--- config.mk ---
export PLATFORM = sky130hd
export DESIGN_NAME = utf8_stream_decoder
export DESIGN_NICKNAME = d
export VERILOG_FILES = /design/src/rtl/utf8d_pkg.sv /design/src/rtl/utf8_stream_decoder.sv /design/src/rtl/utf8d_front.sv /design/src/rtl/utf8d_queue.sv /design/src/rtl/utf8d_back.sv
export SDC_FILE = /design/constraint.sdc
export NUM_CORES = 1
export LEC_CHECK = 0
export ABC_CLOCK_PERIOD_IN_PS = 3800
export BUFFER_PORTS_ARGS = -buffer_cell sky130_fd_sc_hd__buf_2
export CORE_ASPECT_RATIO = 0.5
export CORE_MARGIN = 2
export CORE_UTILIZATION = 30
export DETAILED_ROUTE_END_ITERATION = 8
export PLACE_DENSITY = 0.57
export SETUP_SLACK_MARGIN = 0.05
export SYNTH_ARGS = -nofsm -noshare
export SYNTH_HDL_FRONTEND = slang
export SYNTH_SLANG_ARGS = --single-unit
--- constraint.sdc ---
create_clock -name clk -period 3.8 [get_ports clk]
set_input_delay 0.76 -clock clk [delete_from_list [all_inputs] [get_ports clk]]
set_output_delay 0.76 -clock clk [all_outputs]
set_load 0.02 [all_outputs]
--- src/rtl/utf8d_pkg.sv ---
`timescale 1ns / 1ps
`default_nettype none
// ----------------------------------------------------------------------------
// utf8d_pkg
// Shared types and constants of the UTF-8 stream decoder.
// ----------------------------------------------------------------------------
package utf8d_pkg;

  localparam int COUNT_BITS  = 16;
  localparam int CP_W        = 21;
  localparam int COUNT_OUT_W = 16;
  localparam int COUNT_WIDE_W = (COUNT_BITS > COUNT_OUT_W) ? COUNT_BITS : COUNT_OUT_W;

  localparam int QUEUE_DEPTH = 4;
  localparam int QUEUE_AW    = $clog2(QUEUE_DEPTH);
  localparam int QUEUE_CW    = $clog2(QUEUE_DEPTH + 1);

  typedef enum logic [2:0] {
    CLS_ZERO,
    CLS_ASCII,
    CLS_CONT,
    CLS_LEAD2,
    CLS_LEAD3,
    CLS_LEAD4,
    CLS_BAD
  } byte_cls_t;

  typedef struct packed {
    byte_cls_t  cls;
    logic [7:0] data;
  } q_entry_t;

  function automatic logic [COUNT_OUT_W-1:0] shown_count(input logic [COUNT_BITS-1:0] c);
    logic [COUNT_WIDE_W-1:0] w;
    w = COUNT_WIDE_W'(c);
    if (w > COUNT_WIDE_W'({COUNT_OUT_W{1'b1}})) begin
      return {COUNT_OUT_W{1'b1}};
    end
    return w[COUNT_OUT_W-1:0];
  endfunction

endpackage
`default_nettype wire

--- src/rtl/utf8_stream_decoder.sv ---
`timescale 1ns / 1ps
`default_nettype none
// ----------------------------------------------------------------------------
// utf8_stream_decoder
// UTF-8 byte stream to code point decoder, one byte per item.
// ----------------------------------------------------------------------------
// Takes one byte per cycle while the queue is not full, with no gaps between
// strings. A byte is classified on entry and written to a 4-entry queue; the
// decode stage pops it once the result register is free or being read, and
// registers any result there. The queue and the result register let
// either side stall alone; input ready drops only when the queue is full.
// A code point is emitted when a 1- to 4-byte sequence completes; a zero at a
// character boundary gives an end result with the saturating character count.
// Stray continuation leads and 11111xxx leads give an error result and drop
// bytes up to the next zero; a zero inside a sequence gives an error result.
// ----------------------------------------------------------------------------
module utf8_stream_decoder (
  input  wire logic        clk,
  input  wire logic        rst_n,
  input  wire logic        in_valid,
  output logic             in_ready,
  input  wire logic [7:0]  in_data_byte,
  output logic             out_valid,
  input  wire logic        out_ready,
  output logic [20:0]      out_code_point,
  output logic             out_error,
  output logic             out_end_of_string,
  output logic [15:0]      out_char_count
);

  utf8d_pkg::q_entry_t q_wdata;
  utf8d_pkg::q_entry_t q_rdata;
  logic                q_push;
  logic                q_pop;
  logic                q_full;
  logic                q_empty;

  utf8d_front u_front (
    .in_valid     (in_valid),
    .in_ready     (in_ready),
    .in_data_byte (in_data_byte),
    .q_full       (q_full),
    .q_push       (q_push),
    .q_wdata      (q_wdata)
  );

  utf8d_queue u_queue (
    .clk   (clk),
    .rst_n (rst_n),
    .push  (q_push),
    .wdata (q_wdata),
    .pop   (q_pop),
    .rdata (q_rdata),
    .full  (q_full),
    .empty (q_empty)
  );

  utf8d_back u_back (
    .clk               (clk),
    .rst_n             (rst_n),
    .q_rdata           (q_rdata),
    .q_empty           (q_empty),
    .q_pop             (q_pop),
    .out_valid         (out_valid),
    .out_ready         (out_ready),
    .out_code_point    (out_code_point),
    .out_error         (out_error),
    .out_end_of_string (out_end_of_string),
    .out_char_count    (out_char_count)
  );

endmodule
`default_nettype wire

--- src/rtl/utf8d_front.sv ---
`timescale 1ns / 1ps
`default_nettype none
// ----------------------------------------------------------------------------
// utf8d_front
// Input side: accepts bytes and tags each with its lead-byte class.
// ----------------------------------------------------------------------------
module utf8d_front (
  input  wire logic                in_valid,
  output logic                     in_ready,
  input  wire logic [7:0]          in_data_byte,
  input  wire logic                q_full,
  output logic                     q_push,
  output utf8d_pkg::q_entry_t      q_wdata
);

  utf8d_pkg::byte_cls_t cls;

  always_comb begin
    priority if (in_data_byte == 8'h00) begin
      cls = utf8d_pkg::CLS_ZERO;
    end else if (in_data_byte[7] == 1'b0) begin
      cls = utf8d_pkg::CLS_ASCII;
    end else if (in_data_byte[7:6] == 2'b10) begin
      cls = utf8d_pkg::CLS_CONT;
    end else if (in_data_byte[7:5] == 3'b110) begin
      cls = utf8d_pkg::CLS_LEAD2;
    end else if (in_data_byte[7:4] == 4'b1110) begin
      cls = utf8d_pkg::CLS_LEAD3;
    end else if (in_data_byte[7:3] == 5'b11110) begin
      cls = utf8d_pkg::CLS_LEAD4;
    end else begin
      cls = utf8d_pkg::CLS_BAD;
    end
  end

  assign in_ready     = !q_full;
  assign q_push       = in_valid && !q_full;
  assign q_wdata.cls  = cls;
  assign q_wdata.data = in_data_byte;

endmodule
`default_nettype wire

--- src/rtl/utf8d_queue.sv ---
`timescale 1ns / 1ps
`default_nettype none
// ----------------------------------------------------------------------------
// utf8d_queue
// Short FIFO of classified bytes between the front and back ends.
// ----------------------------------------------------------------------------
module utf8d_queue (
  input  wire logic                clk,
  input  wire logic                rst_n,
  input  wire logic                push,
  input  wire utf8d_pkg::q_entry_t wdata,
  input  wire logic                pop,
  output utf8d_pkg::q_entry_t      rdata,
  output logic                     full,
  output logic                     empty
);

  utf8d_pkg::q_entry_t                 mem_r [utf8d_pkg::QUEUE_DEPTH];
  logic [utf8d_pkg::QUEUE_AW-1:0]      wr_ptr_r, wr_ptr_nxt;
  logic [utf8d_pkg::QUEUE_AW-1:0]      rd_ptr_r, rd_ptr_nxt;
  logic [utf8d_pkg::QUEUE_CW-1:0]      count_r, count_nxt;

  localparam logic [utf8d_pkg::QUEUE_AW-1:0] LAST_PTR =
    utf8d_pkg::QUEUE_AW'(utf8d_pkg::QUEUE_DEPTH - 1);

  assign full  = (count_r == utf8d_pkg::QUEUE_CW'(utf8d_pkg::QUEUE_DEPTH));
  assign empty = (count_r == '0);
  assign rdata = mem_r[rd_ptr_r];

  always_comb begin
    wr_ptr_nxt = wr_ptr_r;
    rd_ptr_nxt = rd_ptr_r;
    count_nxt  = count_r;
    if (push) begin
      wr_ptr_nxt = (wr_ptr_r == LAST_PTR) ? '0 : wr_ptr_r + 1'b1;
    end
    if (pop) begin
      rd_ptr_nxt = (rd_ptr_r == LAST_PTR) ? '0 : rd_ptr_r + 1'b1;
    end
    if (push && !pop) begin
      count_nxt = count_r + 1'b1;
    end else if (pop && !push) begin
      count_nxt = count_r - 1'b1;
    end
  end

  always_ff @(posedge clk) begin
    if (!rst_n) begin
      wr_ptr_r <= '0;
      rd_ptr_r <= '0;
      count_r  <= '0;
    end else begin
      wr_ptr_r <= wr_ptr_nxt;
      rd_ptr_r <= rd_ptr_nxt;
      count_r  <= count_nxt;
    end
  end

  always_ff @(posedge clk) begin
    if (push) begin
      mem_r[wr_ptr_r] <= wdata;
    end
  end

`ifndef ASSERT_OFF
  a_no_overflow: assert property (@(posedge clk) disable iff (!rst_n)
    push |-> (!full || pop))
    else $error("queue push while full");
  a_no_underflow: assert property (@(posedge clk) disable iff (!rst_n)
    pop |-> !empty)
    else $error("queue pop while empty");
  a_count_bound: assert property (@(posedge clk) disable iff (!rst_n)
    count_r <= utf8d_pkg::QUEUE_CW'(utf8d_pkg::QUEUE_DEPTH))
    else $error("queue count beyond depth");
`endif

endmodule
`default_nettype wire

--- src/rtl/utf8d_back.sv ---
`timescale 1ns / 1ps
`default_nettype none
// ----------------------------------------------------------------------------
// utf8d_back
// Decode state machine: sequence accumulation, counting, error discard,
// and the registered result stage.
// ----------------------------------------------------------------------------
module utf8d_back (
  input  wire logic                clk,
  input  wire logic                rst_n,
  input  wire utf8d_pkg::q_entry_t q_rdata,
  input  wire logic                q_empty,
  output logic                     q_pop,
  output logic                     out_valid,
  input  wire logic                out_ready,
  output logic [20:0]              out_code_point,
  output logic                     out_error,
  output logic                     out_end_of_string,
  output logic [15:0]              out_char_count
);

  logic [utf8d_pkg::CP_W-1:0]       acc_r, acc_nxt;
  logic [1:0]                       due_r, due_nxt;
  logic [utf8d_pkg::COUNT_BITS-1:0] cnt_r, cnt_nxt;
  logic                             disc_r, disc_nxt;

  logic                             out_valid_r, out_valid_nxt;
  logic [utf8d_pkg::CP_W-1:0]       cp_r;
  logic                             err_r;
  logic                             eos_r;
  logic [utf8d_pkg::COUNT_OUT_W-1:0] cc_r;

  logic                             emit;
  logic [utf8d_pkg::CP_W-1:0]       emit_cp;
  logic                             emit_err;
  logic                             emit_eos;
  logic [utf8d_pkg::COUNT_OUT_W-1:0] emit_cc;

  logic [utf8d_pkg::COUNT_BITS-1:0] cnt_inc;
  logic [utf8d_pkg::CP_W-1:0]       acc_shift;

  assign q_pop     = !q_empty && (!out_valid_r || out_ready);
  assign cnt_inc   = (cnt_r == {utf8d_pkg::COUNT_BITS{1'b1}}) ? cnt_r : cnt_r + 1'b1;
  assign acc_shift = {acc_r[utf8d_pkg::CP_W-7:0], q_rdata.data[5:0]};

  always_comb begin
    acc_nxt  = acc_r;
    due_nxt  = due_r;
    cnt_nxt  = cnt_r;
    disc_nxt = disc_r;
    emit     = 1'b0;
    emit_cp  = '0;
    emit_err = 1'b0;
    emit_eos = 1'b0;
    emit_cc  = utf8d_pkg::shown_count(cnt_r);
    if (q_pop) begin
      if (disc_r) begin
        if (q_rdata.cls == utf8d_pkg::CLS_ZERO) begin
          disc_nxt = 1'b0;
          acc_nxt  = '0;
          due_nxt  = '0;
          cnt_nxt  = '0;
        end
      end else if (due_r == 2'd0) begin
        unique case (q_rdata.cls)
          utf8d_pkg::CLS_ZERO: begin
            emit     = 1'b1;
            emit_eos = 1'b1;
            acc_nxt  = '0;
            cnt_nxt  = '0;
          end
          utf8d_pkg::CLS_ASCII: begin
            emit    = 1'b1;
            emit_cp = utf8d_pkg::CP_W'(q_rdata.data[6:0]);
            emit_cc = utf8d_pkg::shown_count(cnt_inc);
            cnt_nxt = cnt_inc;
          end
          utf8d_pkg::CLS_LEAD2: begin
            acc_nxt = utf8d_pkg::CP_W'(q_rdata.data[4:0]);
            due_nxt = 2'd1;
          end
          utf8d_pkg::CLS_LEAD3: begin
            acc_nxt = utf8d_pkg::CP_W'(q_rdata.data[3:0]);
            due_nxt = 2'd2;
          end
          utf8d_pkg::CLS_LEAD4: begin
            acc_nxt = utf8d_pkg::CP_W'(q_rdata.data[2:0]);
            due_nxt = 2'd3;
          end
          default: begin
            emit     = 1'b1;
            emit_err = 1'b1;
            emit_eos = 1'b1;
            acc_nxt  = '0;
            cnt_nxt  = '0;
            disc_nxt = 1'b1;
          end
        endcase
      end else if (q_rdata.cls == utf8d_pkg::CLS_ZERO) begin
        // truncated sequence: terminator already seen, no discard
        emit     = 1'b1;
        emit_err = 1'b1;
        emit_eos = 1'b1;
        acc_nxt  = '0;
        due_nxt  = '0;
        cnt_nxt  = '0;
      end else begin
        due_nxt = due_r - 1'b1;
        if (due_r == 2'd1) begin
          emit    = 1'b1;
          emit_cp = acc_shift;
          emit_cc = utf8d_pkg::shown_count(cnt_inc);
          cnt_nxt = cnt_inc;
          acc_nxt = '0;
        end else begin
          acc_nxt = acc_shift;
        end
      end
    end

    if (emit) begin
      out_valid_nxt = 1'b1;
    end else if (out_ready) begin
      out_valid_nxt = 1'b0;
    end else begin
      out_valid_nxt = out_valid_r;
    end
  end

  always_ff @(posedge clk) begin
    if (!rst_n) begin
      acc_r       <= '0;
      due_r       <= '0;
      cnt_r       <= '0;
      disc_r      <= 1'b0;
      out_valid_r <= 1'b0;
    end else begin
      acc_r       <= acc_nxt;
      due_r       <= due_nxt;
      cnt_r       <= cnt_nxt;
      disc_r      <= disc_nxt;
      out_valid_r <= out_valid_nxt;
    end
  end

  always_ff @(posedge clk) begin
    if (emit) begin
      cp_r  <= emit_cp;
      err_r <= emit_err;
      eos_r <= emit_eos;
      cc_r  <= emit_cc;
    end
  end

  assign out_valid         = out_valid_r;
  assign out_code_point    = cp_r;
  assign out_error         = err_r;
  assign out_end_of_string = eos_r;
  assign out_char_count    = cc_r;

`ifndef ASSERT_OFF
  a_disc_no_seq: assert property (@(posedge clk) disable iff (!rst_n)
    disc_r |-> (due_r == 2'd0))
    else $error("discarding while a sequence is open");
  a_acc_idle_zero: assert property (@(posedge clk) disable iff (!rst_n)
    (due_r == 2'd0) |-> (acc_r == '0))
    else $error("accumulator not clear at character boundary");
  a_err_ends: assert property (@(posedge clk) disable iff (!rst_n)
    (emit && emit_err) |=> (cnt_r == '0 && due_r == 2'd0))
    else $error("error result did not clear the string state");
`endif

endmodule
`default_nettype wire
After elaboration in Yosys (flattened, before gate mapping):

Memories as Yosys holds them, arrays and structs flattened. A register that Yosys moved wholly into a read port is not among the register bits.
Index checks and enable logic that the tools add are counted.

* register bits: 81
* bits in writable memories: 44
* output and inout port bits: 41
* logic and storage cells: 137
* memories kept: 1

* add/sub/neg operators: 6
* order comparisons: 2
* eq/ne operators: 17
* mux-type cells: 74
* bitwise operators: 1
* reductions and logical operators: 24

Memories
* u_queue.mem_r: words 4, bits a word 11, rd ports 1, clocked after Yosys merged registers in 1, write ports 1, RTL line utf8d_queue.sv:18 `utf8d_pkg::q_entry_t mem_r [utf8d_pkg::QUEUE_DEPTH];`

Operators by type and width (number)
* $mux 16: 17
* $mux 15: 5
* $mux 21: 3
* $pmux 15 s4: 1
* $gt 16x16->1 const B: 2
* $pmux 16 s2: 1
* $mux 1: 29
* $mux 3: 7
* $mux 2: 9
* $add 16x1->16 const B: 1
* $eq 16x16->1 const B: 1
* $eq 3x3->1 const B: 4
* $logic_not 8->1: 1
* $mux 7: 1
* $eq 2x2->1 const B: 3
* $logic_not 3->1: 2
* $ne 3x2->1 const B: 2
* $pmux 2 s3: 1
* $reduce_and 3->1: 2
* $eq 5x5->1 const B: 1
* $logic_not 1->1: 5
* $ne 5x4->1 const B: 1
* $reduce_or 5->1: 1
* $add 2x1->2 const B: 2
* other kinds (18): 22

Depth between registers and ports, before layout:

Gate-level depths: netlist of run 1.

* depth after elaboration: 15
* gate-level depth with buffers: 11
* mapped depth without buffers: 10

By module:

Synthesis of run 1 repeated with hierarchy kept, for this count alone.

* cells, all modules: 463
* area, all modules: 5744.3 um2

Modules (own cells, without submodules)
* utf8d_back: instances 1, cells each 343, area an instance 3570.9 um2, seq. area each 1871.8 um2
* utf8d_queue: instances 1, cells each 101, area an instance 2047.0 um2, seq. area each 1501.4 um2
* utf8d_front: instances 1, cells each 19, area an instance 126.4 um2, seq. area each 0.0 um2

Worst setup path before layout of run 1:

OpenSTA, ideal clock, no wires.

* kind: register -> register
* start point: register (tool-made name)
* end point: register u_back.cc_r, in the netlist u_back.out_char_count[0], enable pin
* setup time: 0.401 ns
* arrival: 2.600 ns
* path slack: 0.799 ns
* cell stages (with the launch flop): 8
* buffers on the path: 2
* cell sequence: dfxtp_1 buf_6 mux4_2 clkbuf_1 nor2_1 nor2_1 o21ai_0 and2_1

RTL lines
* end signal, assigned: RTL line utf8d_back.sv:151 `cc_r <= emit_cc;`
* end, declared: RTL line utf8d_back.sv:31 `logic [utf8d_pkg::COUNT_OUT_W-1:0] cc_r;`

==> results.json, run 1 <==
{
  "finalMaxSlewViolations": 0,
  "arrival_ns": 3.30,
  "rsz0062_at_grt": "no",
  "cts_sinks": 123,
  "async_flop_share": 0,
  "cts_setup_buffers": 0,
  "synth-seq-cells": 123,
  "vias": 3563,
  "synth_adder_area_share": 0.0245,
  "synthMuxAreaShare": 0.0573,
  "cpLargestDelayFamily": "simple AND/OR/NAND/NOR gates",
  "max_slew_margin": 0.407,
  "synthCells": 438,
  "cts_root_buf": "clkbuf_16",
  "synth.top_cell.area_share": 0.438,
  "r2r_slack_ns": 0.62,
  "synth_nets": 460,
  "slowest_delay_ns": 0.60,
  "cts_tree": "yes",
  "fin_nets": 519,
  "drtIter0Drc": 223,
  "cts_hold_buf": 0,
  "dr.pass1.iters": 5,
  "leakage_nw": 2.42,
  "synth_top_area_cell": "edfxtp_1",
  "num_antenna_cells": 0,
  "initial_utilization": 0.309,
  "drc": 0,
  "synthTopCellsByArea": "edfxtp_1, dfxtp_1, and2_1, nand2_1, mux4_1",
  "worst_pin_slew_ns": 0.881,
  "slowest_stage": "mux4_2",
  "setup_viol": 0,
  "synth_edf_count": 79,
  "worstSetupStartpointType": "flop",
  "grt_start_max_net_pins": 38,
  "coreArea_um2": 17500,
  "post-route-min-period_ns": 3.18,
  "drv_cap": 0,
  "drive_above_1_share": 0.220,
  "cts_resized": 0,
  "fin_crit_sh": 0.836,
  "antenna_left": 0,
  "fp.dieH_um": 99,
  "crit_required_ns": 3.92,
  "wl_um": 11100,
  "portBuffers": 52,
  "clock_skew_ns": 0.00884,
  "endpoint_kind": "flop",
  "tns_ns": 0,
  "worstPathCellList": "buf_4 -> mux4_2 -> or3_1 -> and3_4 -> or2_1 -> a31oi_1 -> a21oi_1",
  "grt_pass1_wl_um": 17800,
  "synth_flop_cell": "edfxtp_1",
  "fmax_ghz": 0.315,
  "rows": 34,
  "grt-ovfl-total": 0,
  "grt_pass1_vias": 3442,
  "yosys_warnings": 0,
  "irDropWorstVdd_uv": 307,
  "cp_max_fo": 19,
  "cts_buffers": 17,
  "min_path_type": "reg -> reg",
  "wl_per_cell_um": 14.9,
  "io_pins": 53,
  "path_clk_slew_ns": 0.06,
  "synth_area_um2": 5420,
  "synth_simple_gate_area_frac": 0.158,
  "fin_area_um2": 6520,
  "synthDistinctLibCells": 62,
  "syn_avg_cell_area_um2": 12.4,
  "areaGrowthSynthToFinish_pct": 20.4,
  "dieArea_um2": 19200,
  "powerDensity_nw_per_um2": 822,
  "synth_top_family_by_area": "simple AND/OR/NAND/NOR gates",
  "synth_xor_area_frac": 0.0194,
  "clk_latency_ns": 0.41,
  "antenna_found_initial": 0,
  "run_status": "complete, no violations",
  "path_buf_inv": 1,
  "clk_path_buf_depth": 2,
  "place.gp.congestion": 0.835,
  "ys_seq_area_frac": 0.601,
  "dpl_cell_area_um2": 5920,
  "htreeDepth": 4,
  "hpwl_um": 7520,
  "synth_compound_area_frac": 0.111,
  "die_width_um": 194,
  "drt-vias-per-instance": 4.79,
  "hold_viol_final": 0,
  "grt_usage": 0.119,
  "path_class": "reg -> reg",
  "finalPower_w": 0.00536
}
[logic make-up (layout without fill, tap and decap cells)]
group	after synthesis	in the layout
flip-flops	123	123
XOR/XNOR	12	12
AND/OR/NAND/NOR	156	156
AO/OA/AOI/OAI	89	89
multiplexers	16	16
buffers and inverters	32	104
adder cells (fa/ha/maj)	10	10
[cells in the mapped netlist, drive strengths merged, types with 4 or more instances]
cell / number
a21boi: 4
a21oi: 23
a22o: 13
a31oi: 5
and2: 24
and3: 9
buf: 6
clkbuf: 11
dfxtp: 44
edfxtp: 79
ha: 9
inv: 15
mux2i: 4
mux4: 10
nand2: 36
nand3: 4
nand4: 4
nor2: 34
nor2b: 8
nor3: 10
o21ai: 19
o22ai: 4
or3: 4
or4b: 6
xnor2: 5
xor2: 7
[flip-flops by register name (all words and copies together) (netlist names), named ones only]
register and count:
u_queue.mem_r 40, u_back.out_code_point 21, u_back.cnt_r 16, u_back.out_char_count 16, u_back.acc_r 15, u_queue.count_r 3
u_back.due_r 2, u_queue.rd_ptr_r 2, u_queue.wr_ptr_r 2, u_back.disc_r 1, u_back.out_end_of_string 1, u_back.out_error 1
u_back.out_valid 1
[worst paths after layout]
check | cells past startpoint | to | startpoint
max reg2reg | 7 | u_back.out_char_count[15] | flop
min reg2reg | 1 | u_back.acc_r[12] | u_back.acc_r[12]
min | 1 | u_back.acc_r[12] | u_back.acc_r[12]
max | 7 | u_back.out_char_count[15] | flop
[where the power goes]
part | internal (W) | switching (W)
Clock | 0.000938 | 0.000669
Sequential | 0.00184 | 0.000153
Combinational | 0.000614 | 0.00115
[placed cells by master (no fill, tap or decap), types with 4 or more instances in the layout]
cell,instances
and3_1,8
and2_1,23
or3_1,4
edfxtp_1,79
nor3_1,10
nand4_1,4
a22o_1,13
a21boi_0,4
inv_1,15
inv_6,7
a21oi_1,23
nor2_1,32
buf_4,4
nor2b_1,8
nand3_1,4
mux2i_1,4
o21ai_0,18
xnor2_1,5
ha_1,9
xor2_1,7
clkbuf_16,17
mux4_2,5
nand2_1,36
a31oi_1,5
dfxtp_1,44
o22ai_1,4
mux4_1,5
or4b_2,5
buf_2,52
[stage by stage]
stage	utilization	instances	hold WS, ns	setup slack [ns]
6_report	0.372	744	0.471	0.623
5_1_grt	0.372	744	0.490	0.419
4_1_cts	0.372	744	0.473	0.579
3_5_place_dp	0.338	712	0.454	0.615
3_3_place_gp	0.338	712	0.450	0.622
2_1_floorplan	-	438	0.434	0.799
[layout make-up]
type | instances | area (µm²)
timing repair buffer | 57 | 310
clock buffer | 17 | 425
clock inverter | 15 | 173
fill | 1698 | 11000
sequential | 123 | 3250
tap | 234 | 293
multi-input combinational | 283 | 2010
inverter | 15 | 56.3
[per-layer routing]
layer	GRT usage	up-vias	routed length [µm]
met3	0.0318	4	416
met4	0.0437	0	64
met1	0.155	1728	5360
met5	0	-	0
li1	-	1761	-
met2	0.192	70	5210
Power figures use the tool's default switching activity.
==> run 2, diff against run 1 <==
ABC_AREA = 1   (was unset)
ABC_CLOCK_PERIOD_IN_PS = 3000   (was 3800)
clock period = 3 ns   (was 3.8 ns; I/O delays follow)
==> results.json, run 2 <==
{
  "drive_above_1_share": 0.200,
  "finalMaxSlewViolations": 0,
  "areaGrowthSynthToFinish_pct": 19.2,
  "htreeDepth": 4,
  "synth_xor_area_frac": 0.00915,
  "yosys_warnings": 0,
  "synth_compound_area_frac": 0.0947,
  "hold_ws_ns": 0.421,
  "dr.pass1.iters": 5,
  "post-route-min-period_ns": 2.36,
  "ys_top_cells_by_count": "nand2_1, edfxtp_1, inv_1, nor2_1, dfxtp_1",
  "hold_viol_final": 0,
  "drv_cap": 0,
  "ys_seq_area_frac": 0.566,
  "nFillCells": 1908,
  "initial_utilization": 0.309,
  "synth_flop_cell": "edfxtp_1",
  "multi_input_area_um2": 2070,
  "irDropWorstVdd_uv": 482,
  "grt_start_max_net_pins": 29,
  "clk_latency_ns": 0.41,
  "vias": 4264,
  "min_path_type": "in -> reg",
  "die_width_um": 200,
  "hpwl_um": 8540,
  "setup_viol": 0,
  "synth_area_um2": 5750,
  "grt_pass1_wl_um": 20900,
  "grt_usage": 0.132,
  "grt_pass1_vias": 4163,
  "rows": 35,
  "seq_area_um2": 3250,
  "synth.top_cell.area_share": 0.413,
  "synth_top_area_cell": "edfxtp_1",
  "arrival_ns": 2.49,
  "endpoint_kind": "flop",
  "io_pins": 53,
  "regMostFlops": "u_queue.mem_r",
  "synth_simple_gate_area_frac": 0.234,
  "worst_pin_slew_ns": 0.652,
  "dieArea_um2": 20300,
  "worstSetupStartpointType": "flop",
  "drt-vias-per-instance": 4.46,
  "coreArea_um2": 18600,
  "wl_um": 12700,
  "drc": 0,
  "final_cell_mix": "nand2_1, edfxtp_1, inv_1",
  "synth.most_common_cell": "nand2_1",
  "cts_buffers": 17,
  "grt-ovfl-total": 0,
  "clk_path_buf_depth": 2,
  "synth-seq-cells": 123,
  "drtIter0Drc": 224,
  "synth_top_family_by_area": "simple AND/OR/NAND/NOR gates",
  "synthMuxAreaShare": 0,
  "crit_required_ns": 3.13,
  "synthDistinctLibCells": 41,
  "num_antenna_cells": 0,
  "cts_resized": 0,
  "wl_per_cell_um": 13.3,
  "synth_nets": 644,
  "final_common_cell": "nand2_1",
  "cts_hold_buf": 0,
  "run_status": "complete, no violations",
  "largest_reg_flops": 40,
  "cts_sinks": 123,
  "tns_ns": 0,
  "fp.dieH_um": 102,
  "portBuffers": 52,
  "async_flop_share": 0,
  "path_clk_slew_ns": 0.06,
  "rsz0062_at_grt": "no",
  "max_slew_margin": 0.565,
  "fmax_ghz": 0.423,
  "path_class": "reg -> reg",
  "fin_crit_sh": 0.788,
  "cp_max_fo": 17,
  "cts_root_buf": "clkbuf_16",
  "antenna_left": 0,
  "powerDensity_nw_per_um2": 1080,
  "synth_adder_area_share": 0.0231,
  "synth_edf_count": 79,
  "synthCells": 622,
  "final-instance-count-excl-fill": 955,
  "place.gp.congestion": 0.867,
  "fin_nets": 706,
  "antenna_found_initial": 0,
  "syn_avg_cell_area_um2": 9.24,
  "clock_skew_ns": 0.00852,
  "dp.cells": 924,
  "finalPower_w": 0.00742,
  "leakage_nw": 2.65,
  "synthTopCellsByArea": "edfxtp_1, dfxtp_1, nand2_1, inv_1, a21oi_1",
  "cts_setup_buffers": 0,
  "cts_tree": "yes"
}
==> run 2: cell type report <==
class	count	share of cell area
Sequential cell	123	0.475
Multi-Input combinational cell	403	0.303
Clock buffer	17	0.0621
Tap cell	259	0.0473
Clock inverter	14	0.0216
Inverter	77	0.0426
Timing Repair Buffer	62	0.0489
==> run 2: stage by stage <==
step / instance area (µm²) / setup slack (ns) / utilization
after floorplan: 5750 / 0.527 / -
after CTS: 6850 / 0.633 / 0.369
after global placement: 6280 / 0.654 / 0.338
after detailed placement: 6280 / 0.572 / 0.338
after global routing: 6850 / 0.438 / 0.369
final: 6850 / 0.636 / 0.369
==> run 2: worst paths after layout <==
kind	from	to	slack, ns	cells after the start
max	flop	u_back.out_char_count[9]	0.64	8
min	in_data_byte[2]	u_queue.mem_r[1][2]	0.42	1
max reg2reg	flop	u_back.out_char_count[9]	0.64	8
min reg2reg	u_back.acc_r[14]	u_back.acc_r[14]	0.46	2
==> run 2: report_power, final <==
part	total, W	switching, W	internal (W)
Clock	0.00199	0.000768	0.00122
Sequential	0.00254	0.000165	0.00238
Combinational	0.00289	0.00211	0.000788
Total	0.00742	0.00304	0.00438
==> run 2: kinds of logic (layout without fill, tap and decap cells) <==
| logic type | Yosys count | after routing |
|---|---|---|
| adder cells (fa/ha/maj) | 10 | 10 |
| AO/OA/AOI/OAI | 94 | 94 |
| XOR/XNOR | 6 | 6 |
| flip-flops | 123 | 123 |
| AND/OR/NAND/NOR | 293 | 293 |
| buffers and inverters | 96 | 170 |
==> run 2: routing by layer <==
layer	vias to the layer above	wire length (µm)	track usage
li1	2180	-	-
met1	1996	6150	0.175
met2	76	5760	0.210
met3	12	600	0.0294
met4	0	178	0.0581
met5	-	0	0
==> run 2: worst max-delay path, stage by stage (launching register included) <==
cell and delay (ns):
dfxtp_1 0.53, inv_2 0.23, nand3_1 0.15, nand2_2 0.11
nand3_4 0.17, nand4_4 0.26, nand2_4 0.26, buf_4 0.25
o21ai_0 0.13
